**config.mk**
```make
export PLATFORM = sky130hd
export DESIGN_NAME = mcc_seq
export DESIGN_NICKNAME = d
export VERILOG_FILES = /design/src/design/mcc_pkg.sv /design/src/design/mcc_seq.sv
export SDC_FILE = /design/constraint.sdc
export NUM_CORES = 1
export LEC_CHECK = 0
export BUFFER_PORTS_ARGS = -buffer_cell sky130_fd_sc_hd__buf_4
export CAP_MARGIN = 20
export CORE_UTILIZATION = 45
export DETAILED_ROUTE_END_ITERATION = 10
export GPL_TIMING_DRIVEN = 1
export MAX_ROUTING_LAYER = met4
export PLACE_DENSITY = 0.72
export SLEW_MARGIN = 20
export SYNTH_ARGS = -nofsm -noshare
export SYNTH_HDL_FRONTEND = slang
export SYNTH_SLANG_ARGS = --single-unit
```
**constraint.sdc**
```tcl
create_clock -name clk -period 1.98 [get_ports clk]
set_input_delay 0.297 -clock clk [delete_from_list [all_inputs] [get_ports clk]]
set_output_delay 0.297 -clock clk [all_outputs]
set_load 0.005 [all_outputs]
```
**src/design/mcc_pkg.sv**
```systemverilog
// Shared constants, types and control struct for the multiset combination counter.
// No dependencies; every other file of the block imports this package.
package mcc_pkg;

	// Largest target size that the coefficient table covers.
	localparam int MAX_TARGET = 64;
	localparam int DEPTH      = MAX_TARGET + 1;
	localparam int IDX_W      = $clog2(DEPTH);

	// Fixed field widths.
	localparam int MULT_W = 16;
	localparam int TGT_W  = 7;
	localparam int CNT_W  = 63;

	// Exact window sum of up to DEPTH clamped entries.
	localparam int ACC_W = CNT_W + $clog2(DEPTH);

	localparam logic [CNT_W-1:0] COUNT_MAX = {CNT_W{1'b1}};

	// Control from the sequencer to the table datapath.
	typedef struct packed {
		logic             rd_en;     // issue a table read
		logic             rd_bank;   // bank holding the old table
		logic [IDX_W-1:0] rd_a_idx;  // entry entering the window
		logic [IDX_W-1:0] rd_b_idx;  // entry leaving the window
		logic             wr_en;     // write one new entry (read data valid)
		logic             wr_bank;   // bank receiving the new table
		logic [IDX_W-1:0] wr_idx;
		logic             wr_init;   // first element: write the seed value
		logic             init_one;  // seed value is one
		logic             b_use;     // leaving entry exists
		logic             clr_win;   // clear the window sum
		logic             clr_ovf;   // clear the overflow flag
	} mcc_ctrl_t;

endpackage

```
**src/design/mcc_seq.sv**
```systemverilog
// Sequencer: walks the table one entry a cycle per element and fetches the result.
// Depends on mcc_pkg for widths and the control struct.
module mcc_seq (
	input  logic                        clk,
	input  logic                        arst_n,
	input  logic                        in_fire,
	input  logic [mcc_pkg::MULT_W-1:0]  multiplicity,
	input  logic                        last_element,
	input  logic [mcc_pkg::TGT_W-1:0]   target_size,
	input  logic                        out_free,
	output logic                        in_ready,
	output logic                        out_load,
	output mcc_pkg::mcc_ctrl_t          ctrl
);
	import mcc_pkg::*;

	typedef enum logic [4:0] {
		ST_IDLE  = 5'b00001,
		ST_SWEEP = 5'b00010,
		ST_DRAIN = 5'b00100,
		ST_READ  = 5'b01000,
		ST_OUT   = 5'b10000
	} state_t;

	state_t            state_q;
	logic [IDX_W-1:0]  k_q;
	logic [MULT_W-1:0] mult_q;
	logic              last_q;
	logic              first_q;
	logic              expect_first_q;
	logic              cur_bank_q;

	logic              wr_en_s1;
	logic [IDX_W-1:0]  wr_idx_s1;
	logic              init_one_s1;
	logic              b_use_s1;

	logic              b_use;
	logic [IDX_W-1:0]  b_idx;
	logic [IDX_W-1:0]  tgt_idx;
	logic              k_end;

	// Window edge and clamped target index.
	always_comb begin
		b_use = MULT_W'(k_q) > mult_q;
		b_idx = b_use ? (k_q - mult_q[IDX_W-1:0] - IDX_W'(1)) : '0;
		if (int'(target_size) > MAX_TARGET) begin
			tgt_idx = IDX_W'(MAX_TARGET);
		end else begin
			tgt_idx = IDX_W'(target_size);
		end
		k_end = k_q == IDX_W'(MAX_TARGET);
	end

	// Drive datapath control.
	always_comb begin
		ctrl          = '0;
		ctrl.rd_en    = (state_q == ST_SWEEP) || (state_q == ST_READ);
		ctrl.rd_bank  = cur_bank_q;
		ctrl.rd_a_idx = (state_q == ST_READ) ? tgt_idx : k_q;
		ctrl.rd_b_idx = b_idx;
		ctrl.wr_en    = wr_en_s1;
		ctrl.wr_bank  = ~cur_bank_q;
		ctrl.wr_idx   = wr_idx_s1;
		ctrl.wr_init  = first_q;
		ctrl.init_one = init_one_s1;
		ctrl.b_use    = b_use_s1;
		ctrl.clr_win  = in_fire;
		ctrl.clr_ovf  = in_fire && expect_first_q;
	end

	assign in_ready = state_q == ST_IDLE;
	assign out_load = (state_q == ST_OUT) && out_free;

	// Capture the request.
	always_ff @(posedge clk) begin
		if (in_fire) begin
			mult_q <= multiplicity;
			last_q <= last_element;
		end
	end

	// Delay write control to line up with the registered read data.
	always_ff @(posedge clk) begin
		wr_idx_s1   <= k_q;
		init_one_s1 <= MULT_W'(k_q) <= mult_q;
		b_use_s1    <= b_use;
	end

	// Advance the sequencer.
	always_ff @(posedge clk or negedge arst_n) begin
		if (!arst_n) begin
			state_q        <= ST_IDLE;
			k_q            <= '0;
			first_q        <= 1'b0;
			expect_first_q <= 1'b1;
			cur_bank_q     <= 1'b0;
			wr_en_s1       <= 1'b0;
		end else begin
			wr_en_s1 <= state_q == ST_SWEEP;
			unique case (state_q)
				ST_IDLE: begin
					if (in_fire) begin
						k_q     <= '0;
						first_q <= expect_first_q;
						state_q <= ST_SWEEP;
					end
				end
				ST_SWEEP: begin
					k_q <= k_q + IDX_W'(1);
					if (k_end) begin
						state_q <= ST_DRAIN;
					end
				end
				ST_DRAIN: begin
					cur_bank_q     <= ~cur_bank_q;
					expect_first_q <= last_q;
					state_q        <= last_q ? ST_READ : ST_IDLE;
				end
				ST_READ: begin
					state_q <= ST_OUT;
				end
				ST_OUT: begin
					if (out_free) begin
						state_q <= ST_IDLE;
					end
				end
				default: begin
					state_q <= ST_IDLE;
				end
			endcase
		end
	end

	// New table never lands in the bank being read.
	a_bank_split: assert property (@(posedge clk) disable iff (!arst_n)
		(ctrl.wr_en && ctrl.rd_en) |-> (ctrl.wr_bank != ctrl.rd_bank))
		else $error("table write and read hit the same bank");

	// Every sweep writes exactly through the last entry before draining.
	a_drain_last: assert property (@(posedge clk) disable iff (!arst_n)
		(state_q == ST_DRAIN) |-> (wr_en_s1 && wr_idx_s1 == IDX_W'(MAX_TARGET)))
		else $error("sweep ended before the last entry");

	// A last element always leads to a result fetch.
	a_last_reads: assert property (@(posedge clk) disable iff (!arst_n)
		(state_q == ST_DRAIN && last_q) |=> (state_q == ST_READ))
		else $error("last element did not fetch a result");

	// No new request while a sweep is writing.
	a_no_overlap: assert property (@(posedge clk) disable iff (!arst_n)
		wr_en_s1 |-> !in_fire)
		else $error("request accepted during a sweep");

endmodule

```
==> flow_summary_export.csv, run 1 <==
group,metric,value,unit
placement,dpl_worst_slack,-0.0353,ns
layout,areaGrowthSynthToFinish,41.1,%
setup_path,reg2reg_depth,7,
synthesis,synthSimpleGateAreaFrac,16.3,%
synthesis,synth_top_family_by_area,"simple AND/OR/NAND/NOR gates",
routing,vias,1742,
grt,grt_max_degree,20,
sta,period_share,114,%
sta,finClkSkew,0.00981,ns
clocking,clk_latency,0.30,ns
sta,hold_viol,0,
grt,grt_pass1_vias,1634,
clocking,htree_levels,2,
layout,multi_input_area,933,µm²
placement,place_congestion,0.825,
synthesis,netlist_area,2070,µm²
sta,rsz0062_at_grt,"yes",
hold_path,worstHoldPathCells,1,
synthesis,yosys.area_share.adder,7.02,%
floorplan,initial_utilization,47.2,%
grt,grt_pass1_wl,7570,µm
power,leakagePower,1.35,nW
setup_path,arrival,1.97,ns
synthesis,synthArstFlopShare,38.1,%
sta,max_freq,442,MHz
power,peakVddDrop,0.536,mV
sta,finalMaxSlewViolations,0,
setup_path,startpoint,"k_q[0]",
hold_path,hold_class,"in -> reg",
setup_path,crit_fanout,3,
placement,dp_hpwl,3230,µm
synthesis,synth_flop_cell,"edfxtp_1",
synthesis,synth_xor_area_share,0.847,%
routing,drc_errors,0,
power,design_power_total,1.70,mW
placement,placed_area,2650,µm²
setup_path,critPathKind,"reg -> out",
power,p_clk_share,35.1,%
floorplan,die_y,69.8,µm
setup_path,required,1.68,ns
setup_path,startpoint_type,"register",
job,maxCapViolCount,0,
power,switching_share,24.6,%
routing,drtAntennaViolNets,0,
layout,drive_above_1_share,43.0,%
synthesis,muxShareOfSynthArea,2.54,%
clocking,cts_root_buf,"clkbuf_8",
layout,fillCellCount,339,
clocking,cts_made_buffers,5,
floorplan,core_area,4380,µm²
grt,grt_util_all_layers,20.8,%
routing,vias_per_cell,5.29,
layout,seq_area,1090,µm²
layout,final_nets,315,
synthesis,syn_inst,191,
floorplan,die_w,69.8,µm
clocking,clkSinkCount,42,
synthesis,avgSynthCellArea,10.8,µm²
synthesis,synth-seq-area-share,52.9,%
floorplan,num_rows,24,
power,power.switching,418,µW
routing,finalWirelength,4730,µm
sta,fin_ws,-0.284,ns
status,status,"complete, but fails checks",
synthesis,yosys.cell_types.count,44,
sta,worstMarginPinSlew,0.403,ns
power,p_seq_share,55.4,%
grt,antenna_found_initial,0,
routing,drtIter0Drc,77,
power,powerDensity,584,nW/µm²
hold_path,worstHoldStart,"multiplicity[6]",
setup_path,end_kind,"output port",
synthesis,synthesis.nets,230,
sta,setup-violations-final,7,
floorplan,ios,60,
clocking,cts_tree,"built",
status,violations,"negative setup slack",
clocking,cts_max_path_buffers,2,
sta,period_minus_slack,2.26,ns
floorplan,die_area,4870,µm²
routing,first_pass_iters,4,
setup_path,r2r-start,"k_q[5]",
clocking,clkTransAtPathRegs,0.09,ns
routing,wl_per_cell,14.4,µm
synthesis,synth-edff-count,17,
synthesis,yosysWarningCount,0,
sta,slew_headroom,73.0,%
power,p_comb_share,9.5,%
synthesis,synth-compound-area-share,13.7,%
grt,overflow,0,
synthesis,ys_seq_elements,42,
layout,final_cell_area,2920,µm²
placement,numPortBuffers,59,
power,p_int,1.29,mW
layout,n_antenna_cell,0,
metrics by stage:
stage | std cells | TNS (ns) | hold slack, ns | utilization (%)
after CTS | 323 | -2.20 | 0.158 | 65.0
after detailed placement | 312 | -0.0524 | 0.167 | 60.5
final | 329 | -1.85 | 0.163 | 66.6
after global routing | 329 | -2.53 | 0.145 | 66.6
after floorplan | 191 | 0 | 0.00141 | -
after global placement | 312 | -0.00876 | 0.167 | 60.5
synthesized netlist by cell type (2+ instances only):
cell type  number  area, µm²
xnor2_1         2       17.5
nand3_1         6       30.0
nor3b_1         2       15.0
a211oi_1        5       37.5
nor2_1         11       41.3
a21oi_1         5       25.0
nand2b_1        6       37.5
inv_1          19       71.3
edfxtp_1       17        510
dfxtp_1         9        180
o21ai_0         9       45.0
nand2_1        17       63.8
dfstp_2         2       52.6
ha_1           10        125
mux2i_1         3       30.0
dfrtp_1        14        350
nor4_1          3       18.8
nor3_1         10       50.1
nand4_1         2       12.5
buf_4           6       45.0
a221oi_1        2       17.5
a21o_1          3       22.5
nand3b_1        2       15.0
mux2_2          2       22.5
nand4b_1        2       17.5
nor2b_1         2       12.5
o21a_1          3       22.5
routing by layer:
metal  share of wire (%)  wire length (µm)  GRT usage, %
met5                   0                 0             -
met2                  49              2320          33.2
met3                 7.0               330          5.52
met1                  42              1980          24.8
met4                 1.9                88          8.89
path summary, 6_finish.rpt:
kind	endpoint	slack (ns)
min in group asynchronous	k_q[6]	0.37
max in group asynchronous	expect_first_q	1.35
worst min-delay path	mult_q[6]	0.16
worst max register to register	init_one_s1	0.10
worst min register to register	state_q[3]	0.52
worst max-delay path	ctrl[20]	-0.28
worst max-delay path: stages, from the launching register on:
cell and delay [ns]:
dfrtp_1 0.41, ha_2 0.21, fa_2 0.38, a211oi_2 0.21
nor2_2 0.08, mux2i_1 0.12, a21oi_1 0.13, buf_4 0.12
power by group through the flow:
stage	clock network [mW]	logic, mW	registers [mW]
2_1_floorplan	0	0.0616	0.960
3_3_place_gp	0	0.141	0.961
3_5_place_dp	0	0.142	0.963
4_1_cts	0.608	0.155	0.944
5_1_grt	0.651	0.178	0.946
6_report	0.598	0.162	0.943
state kept, by name, summed over array words and instances (netlist names):
| register | flops |
|---|---|
| mult_q | 16 |
| k_q | 7 |
| wr_idx_s1 | 7 |
| state_q | 5 |
| b_use_s1 | 1 |
| cur_bank_q | 1 |
| expect_first_q | 1 |
| first_q | 1 |
| init_one_s1 | 1 |
| last_q | 1 |
| wr_en_s1 | 1 |
logic make-up after synthesis:
logic type / after synthesis
DFF: 42
AOI/OAI and AO/OA: 36
buffers and inverters: 29
and+or+nand+nor: 66
muxes: 5
adders and majority gates: 11
xor gates and xnor gates: 2
what timing repair did:
item                       4_1_cts  5_1_grt
pin swaps                       10        5
setup buffers                    1        6
setup endpoints to repair       13       15
gates resized for setup         12        7
hold endpoints to repair        14        0
cloned                           1        0
hold buffers                     1        0
cell usage in the layout, fill, tap and decap left out, types with 4 or more instances in the layout:
| cell type | n |
|---|---|
| nand2_1 | 16 |
| a21oi_1 | 4 |
| buf_4 | 84 |
| inv_1 | 19 |
| nand3_1 | 6 |
| edfxtp_1 | 17 |
| dfxtp_1 | 9 |
| clkbuf_8 | 5 |
| nand2b_1 | 6 |
| nor2_1 | 10 |
| dfrtp_1 | 13 |
| ha_1 | 6 |
| o21ai_0 | 9 |
| nor3_1 | 7 |
layout make-up:
type	instances	share of cell area, %
well taps	52	2.23
clock buffers	5	2.36
repair buffers	86	22.3
flip-flops and latches	42	37.5
inverters	20	2.57
multi-input cells	121	32.0
clock inverters	3	0.986
(Power assumes the default switching activity.)
==> run 2: changes to the inputs <==
- clock period: 1.98 -> 2.6 ns (I/O delays scaled with it)
==> run 2 against run 1 <==
- largest cell class unchanged
- the flow now finishes without violations
- clock power is 4.3% higher
- largest power group unchanged
- clock skew shrank 0.0060 ns
- hold slack improved by 0.095 ns
==> flow_summary_export.csv, run 2 (synthesis results as in run 1) <==
group,metric,value,unit
sta,period_share,95.5,%
grt,grt_use_met2,28.2,%
clocking,cts_tree,"built",
layout,final_common_cell,"buf_4",
setup_path,required,2.21,ns
setup_path,cp_slowest_stage_delay,0.45,ns
placement,numPortBuffers,59,
routing,drtIter0Drc,102,
routing,vias_per_cell,5.19,
routing,drc_errors,0,
setup_path,startpoint,"k_q[0]",
setup_path,critPathKind,"reg -> out",
grt,overflow,0,
sta,setup-violations-final,0,
layout,largest_reg_flops,16,
setup_path,crit_chain,"ha_1, fa_2, a211oi_2, nor2_1, mux2i_1, a21oi_1, buf_4",
power,powerDensity,533,nW/µm²
power,leakagePower,1.24,nW
grt,grt_pass1_wl,6680,µm
setup_path,startpoint_type,"register",
clocking,cts_made_buffers,5,
clocking,htree_levels,2,
placement,placed_cells,296,
clocking,clk_latency,0.30,ns
setup_path,arrival,2.09,ns
setup_path,crit_fanout,7,
sta,timing.hold.ws,0.258,ns
layout,top_register,"mult_q",
floorplan,initial_utilization,47.2,%
routing,first_pass_iters,4,
sta,finalMaxSlewViolations,0,
setup_path,crit_path_top_delay_cell,"dfrtp_2",
sta,hold_viol,0,
setup_path,cp_top_family,"adder cells",
layout,areaGrowthSynthToFinish,30.9,%
sta,slew_headroom,65.6,%
placement,dp_hpwl,2840,µm
floorplan,num_rows,24,
grt,grt_max_degree,21,
layout,final_cell_mix,"buf_4, inv_1, nand2_1, edfxtp_1, dfrtp_1",
setup_path,r2r-start,"state_q[0]",
floorplan,die_w,69.8,µm
routing,drtAntennaViolNets,0,
grt,grt-busiest-layer,"met2",
setup_path,end_kind,"output port",
grt,grt_util_all_layers,18.3,%
placement,placed_area,2530,µm²
clocking,clkTransAtPathRegs,0.08,ns
routing,finalWirelength,4030,µm
sta,max_freq,403,MHz
grt,grt_util_met1,22.9,%
clocking,clkSinkCount,42,
hold_path,hold_class,"in -> reg",
floorplan,core_area,4380,µm²
clocking,cts_root_buf,"clkbuf_8",
grt,antenna_found_initial,0,
layout,drive_above_1_share,34.0,%
sta,finClkSkew,0.00383,ns
sta,fin_ws,0.118,ns
floorplan,ios,60,
routing,wl_per_cell,13.2,µm
placement,dpl_worst_slack,0.395,ns
floorplan,die_y,69.8,µm
grt,grt_use_met3,5.09,%
layout,n_antenna_cell,0,
job,maxCapViolCount,0,
sta,worstMarginPinSlew,0.515,ns
power,peakVddDrop,0.320,mV
layout,final_cell_area,2710,µm²
layout,finalNonFillerCells,305,
placement,place_congestion,0.816,
hold_path,worstHoldStart,"multiplicity[11]",
grt,grt_pass1_vias,1466,
clocking,cts_max_path_buffers,2,
routing,vias,1584,
setup_path,worstPathBufferInverterCount,1,
status,status,"finished, final reports clean",
floorplan,die_area,4870,µm²
layout,reg_top3,"mult_q: 16 flops, k_q: 7 flops, wr_idx_s1: 7 flops",
sta,period_minus_slack,2.48,ns
layout,final_nets,291,
power,design_power_total,1.44,mW
## run 2: through the flow
| step | utilization (%) | setup TNS (ns) |
|---|---|---|
| CTS | 61.2 | 0 |
| detailed placement | 57.8 | 0 |
| global placement | 57.8 | 0 |
| global route | 61.7 | -0.00554 |
| finish | 61.7 | 0 |
| floorplan | - | 0 |
## run 2: path summary, 6_finish.rpt
path                            cells after the start  slack (ns)           end
worst max-delay path                                7        0.12      ctrl[20]
worst min-delay path                                1        0.26    mult_q[11]
worst max register to register                      4        0.78        k_q[4]
worst min register to register                      0        0.47  wr_idx_s1[0]
max in group asynchronous                           2        1.87    state_q[0]
min in group asynchronous                           2        0.48        k_q[5]
## run 2: worst reg2reg max path, stage by stage, from the launching register on
cell	delay [ns]
dfstp_2	0.57
nand3b_1	0.41
clkinv_1	0.36
a41oi_1	0.30
a31oi_1	0.06
## run 2: per-layer routing
layer / vias up / part of all wire (%)
met5: - / 0
met4: 0 / 1.6
met3: 7 / 6.1
met2: 54 / 46
met1: 729 / 46
li1: 794 / -
## run 2: report_power, final
group / internal, mW / total [mW] / switching [mW]
combinational: 0.0526 / 0.101 / 0.0485
clock: 0.385 / 0.624 / 0.239
sequential: 0.712 / 0.718 / 0.00604
## run 2: final cells by class
type	instances	area, µm²
Inverter	20	75.1
Multi-Input combinational cell	120	857
Fill cell	365	1680
Timing Repair Buffer	63	475
Clock buffer	5	68.8
Tap cell	52	65.1
Sequential cell	42	1100
Clock inverter	3	68.8
## run 2: what timing repair did
action,CTS,global route
endpoints found under the setup margin,0,7
setup buffers,0,0
hold endpoints to repair,14,0
resized for setup,0,7
hold buffers,1,0
==> run 3: changes to the inputs <==
- clock period: 2.6 -> 2.85 ns (I/O delays scaled with it)
==> run 3 against run 2 <==
- worst setup slack improved by 0.084 ns
- via count decreased by 2.3%
- non-clock buffer count decreased by 1
- clock skew increased by 0.0014 ns
- flip-flop and latch count unchanged
- die area unchanged
- clock power decreased by 24%
- critical path type unchanged
- critical path depth unchanged
- final area decreased by 2.1%
- global-route usage increased by 0.078 points
- total power decreased by 15%
==> flow_summary_export.csv, run 3 (synthesis results as in run 1) <==
group,metric,value,unit
routing,vias,1548,
sta,hold_viol,0,
layout,seq_area,1090,µm²
clocking,htree_levels,2,
routing,first_pass_iters,6,
clocking,cts_tree,"built",
clocking,cts_setup_buffers,0,
floorplan,num_rows,24,
placement,place_congestion,0.829,
hold_path,whs_endpoint,"mult_q[5]",
hold_path,worstHoldPathCells,1,
setup_path,critPathKind,"reg -> out",
layout,top_register,"mult_q",
status,status,"finished, final reports clean",
hold_path,worstHoldStart,"multiplicity[5]",
sta,period_minus_slack,2.65,ns
setup_path,r2r-start,"state_q[0]",
clocking,cts_made_buffers,5,
layout,final_nets,290,
placement,dp_hpwl,2860,µm
setup_path,startpoint_type,"register",
clocking,cts_root_buf,"clkbuf_8",
sta,fin_setup_tns,0,ns
routing,drtAntennaViolNets,0,
sta,worstMarginPinSlew,0.520,ns
clocking,cts_max_path_buffers,2,
routing,finalWirelength,4020,µm
layout,reg_top3,"mult_q: 16 flops, k_q: 7 flops, wr_idx_s1: 7 flops",
setup_path,reg2reg_depth,4,
grt,grt_util_all_layers,18.4,%
sta,max_freq,378,MHz
clocking,cts_resized,0,
layout,final_cell_area,2650,µm²
clocking,clkSinkCount,42,
hold_path,hold_class,"in -> reg",
layout,final_common_cell,"buf_4",
floorplan,die_area,4870,µm²
floorplan,core_area,4380,µm²
grt,grt_max_degree,21,
clocking,clk_latency,0.30,ns
layout,n_antenna_cell,0,
power,powerDensity,461,nW/µm²
power,leakagePower,1.22,nW
grt,overflow,0,
floorplan,initial_utilization,47.2,%
setup_path,end_kind,"output port",
floorplan,die_y,69.8,µm
setup_path,rrSetupSlack,1.03,ns
layout,multi_input_area,835,µm²
sta,period_share,92.9,%
layout,final_cell_mix,"buf_4, inv_1, nand2_1, edfxtp_1, dfrtp_1",
placement,numPortBuffers,59,
clocking,hold_buffers,1,
grt,grt_pass1_vias,1514,
setup_path,r2r_end,"k_q[4]",
setup_path,arrival,2.22,ns
layout,drive_above_1_share,31.3,%
routing,vias_per_cell,5.09,
layout,areaGrowthSynthToFinish,28.1,%
setup_path,required,2.42,ns
sta,slew_headroom,65.2,%
placement,placed_area,2530,µm²
setup_path,crit_fanout,7,
power,peakVddDrop,0.318,mV
clocking,clkTransAtPathRegs,0.08,ns
grt,grt_pass1_wl,6730,µm
floorplan,ios,60,
layout,fillCellCount,356,
routing,drtIter0Drc,80,
sta,finalMaxSlewViolations,0,
sta,setup-violations-final,0,
job,maxCapViolCount,0,
layout,largest_reg_flops,16,
floorplan,die_w,69.8,µm
grt,antenna_found_initial,0,
sta,finClkSkew,0.00521,ns
sta,rsz0062_at_grt,"no",
routing,wl_per_cell,13.2,µm
routing,drc_errors,0,
## run 3: cell count changes in the layout (fill, tap and decap cells not counted), moves of 2 or more
cell | previous run | this run
ha_1 | 8 | 10
clkinvlp_4 | 0 | 2
dfrtp_2 | 2 | 0
dfrtp_1 | 12 | 14
## run 3: cell type report
cell class	instances	area share (%)
multi-input cells	120	31.5
inverters	20	2.83
repair buffers	62	17.7
clock buffers	5	2.60
clock inverters	3	1.70
flip-flops and latches	42	41.3
well taps	52	2.46
## run 3: how the worst max path moves through the flow
stage	startpoint	endpoint	slack, ns	cells after the start
finish	k_q[0]	ctrl[20]	0.20	7
global route	k_q[0]	ctrl[20]	0.08	7
detailed placement	k_q[0]	ctrl[20]	0.58	7
CTS	k_q[0]	ctrl[20]	0.18	7
global placement	k_q[0]	ctrl[20]	0.61	7
floorplan	k_q[0]	ctrl[20]	0.79	6
## run 3: stage by stage
stage | util, % | hold WS, ns | total power, mW | setup slack (ns) | cells
2_1_floorplan | - | 0.132 | 0.710 | 0.794 | 191
6_report | 60.4 | 0.298 | 1.22 | 0.202 | 304
5_1_grt | 60.4 | 0.279 | 1.27 | 0.0766 | 304
3_5_place_dp | 57.6 | 0.300 | 0.757 | 0.581 | 295
4_1_cts | 60.4 | 0.288 | 1.23 | 0.185 | 304
3_3_place_gp | 57.6 | 0.300 | 0.756 | 0.606 | 295
## run 3: worst max-delay path: stages (launching register included)
cell and delay (ns):
dfrtp_1 0.46, ha_1 0.26, fa_1 0.42, a211oi_1 0.25, nor2_1 0.12, mux2i_1 0.13, a21oi_1 0.14, buf_4 0.13
## run 3: metal layers
| metal | GRT usage [%] | share of wire [%] | vias up | wire (µm) |
|---|---|---|---|---|
| li1 | - | - | 790 | - |
| met1 | 23.4 | 47 | 691 | 1900 |
| met2 | 27.1 | 45 | 58 | 1790 |
| met3 | 5.52 | 6.2 | 9 | 249 |
| met4 | 8.22 | 2.0 | 0 | 79 |
| met5 | - | 0 | - | 0 |
## run 3: power breakdown
group	total [mW]	switching [mW]	internal, mW
clock network	0.477	0.217	0.261
registers	0.655	0.00553	0.649
logic	0.0902	0.0440	0.0462
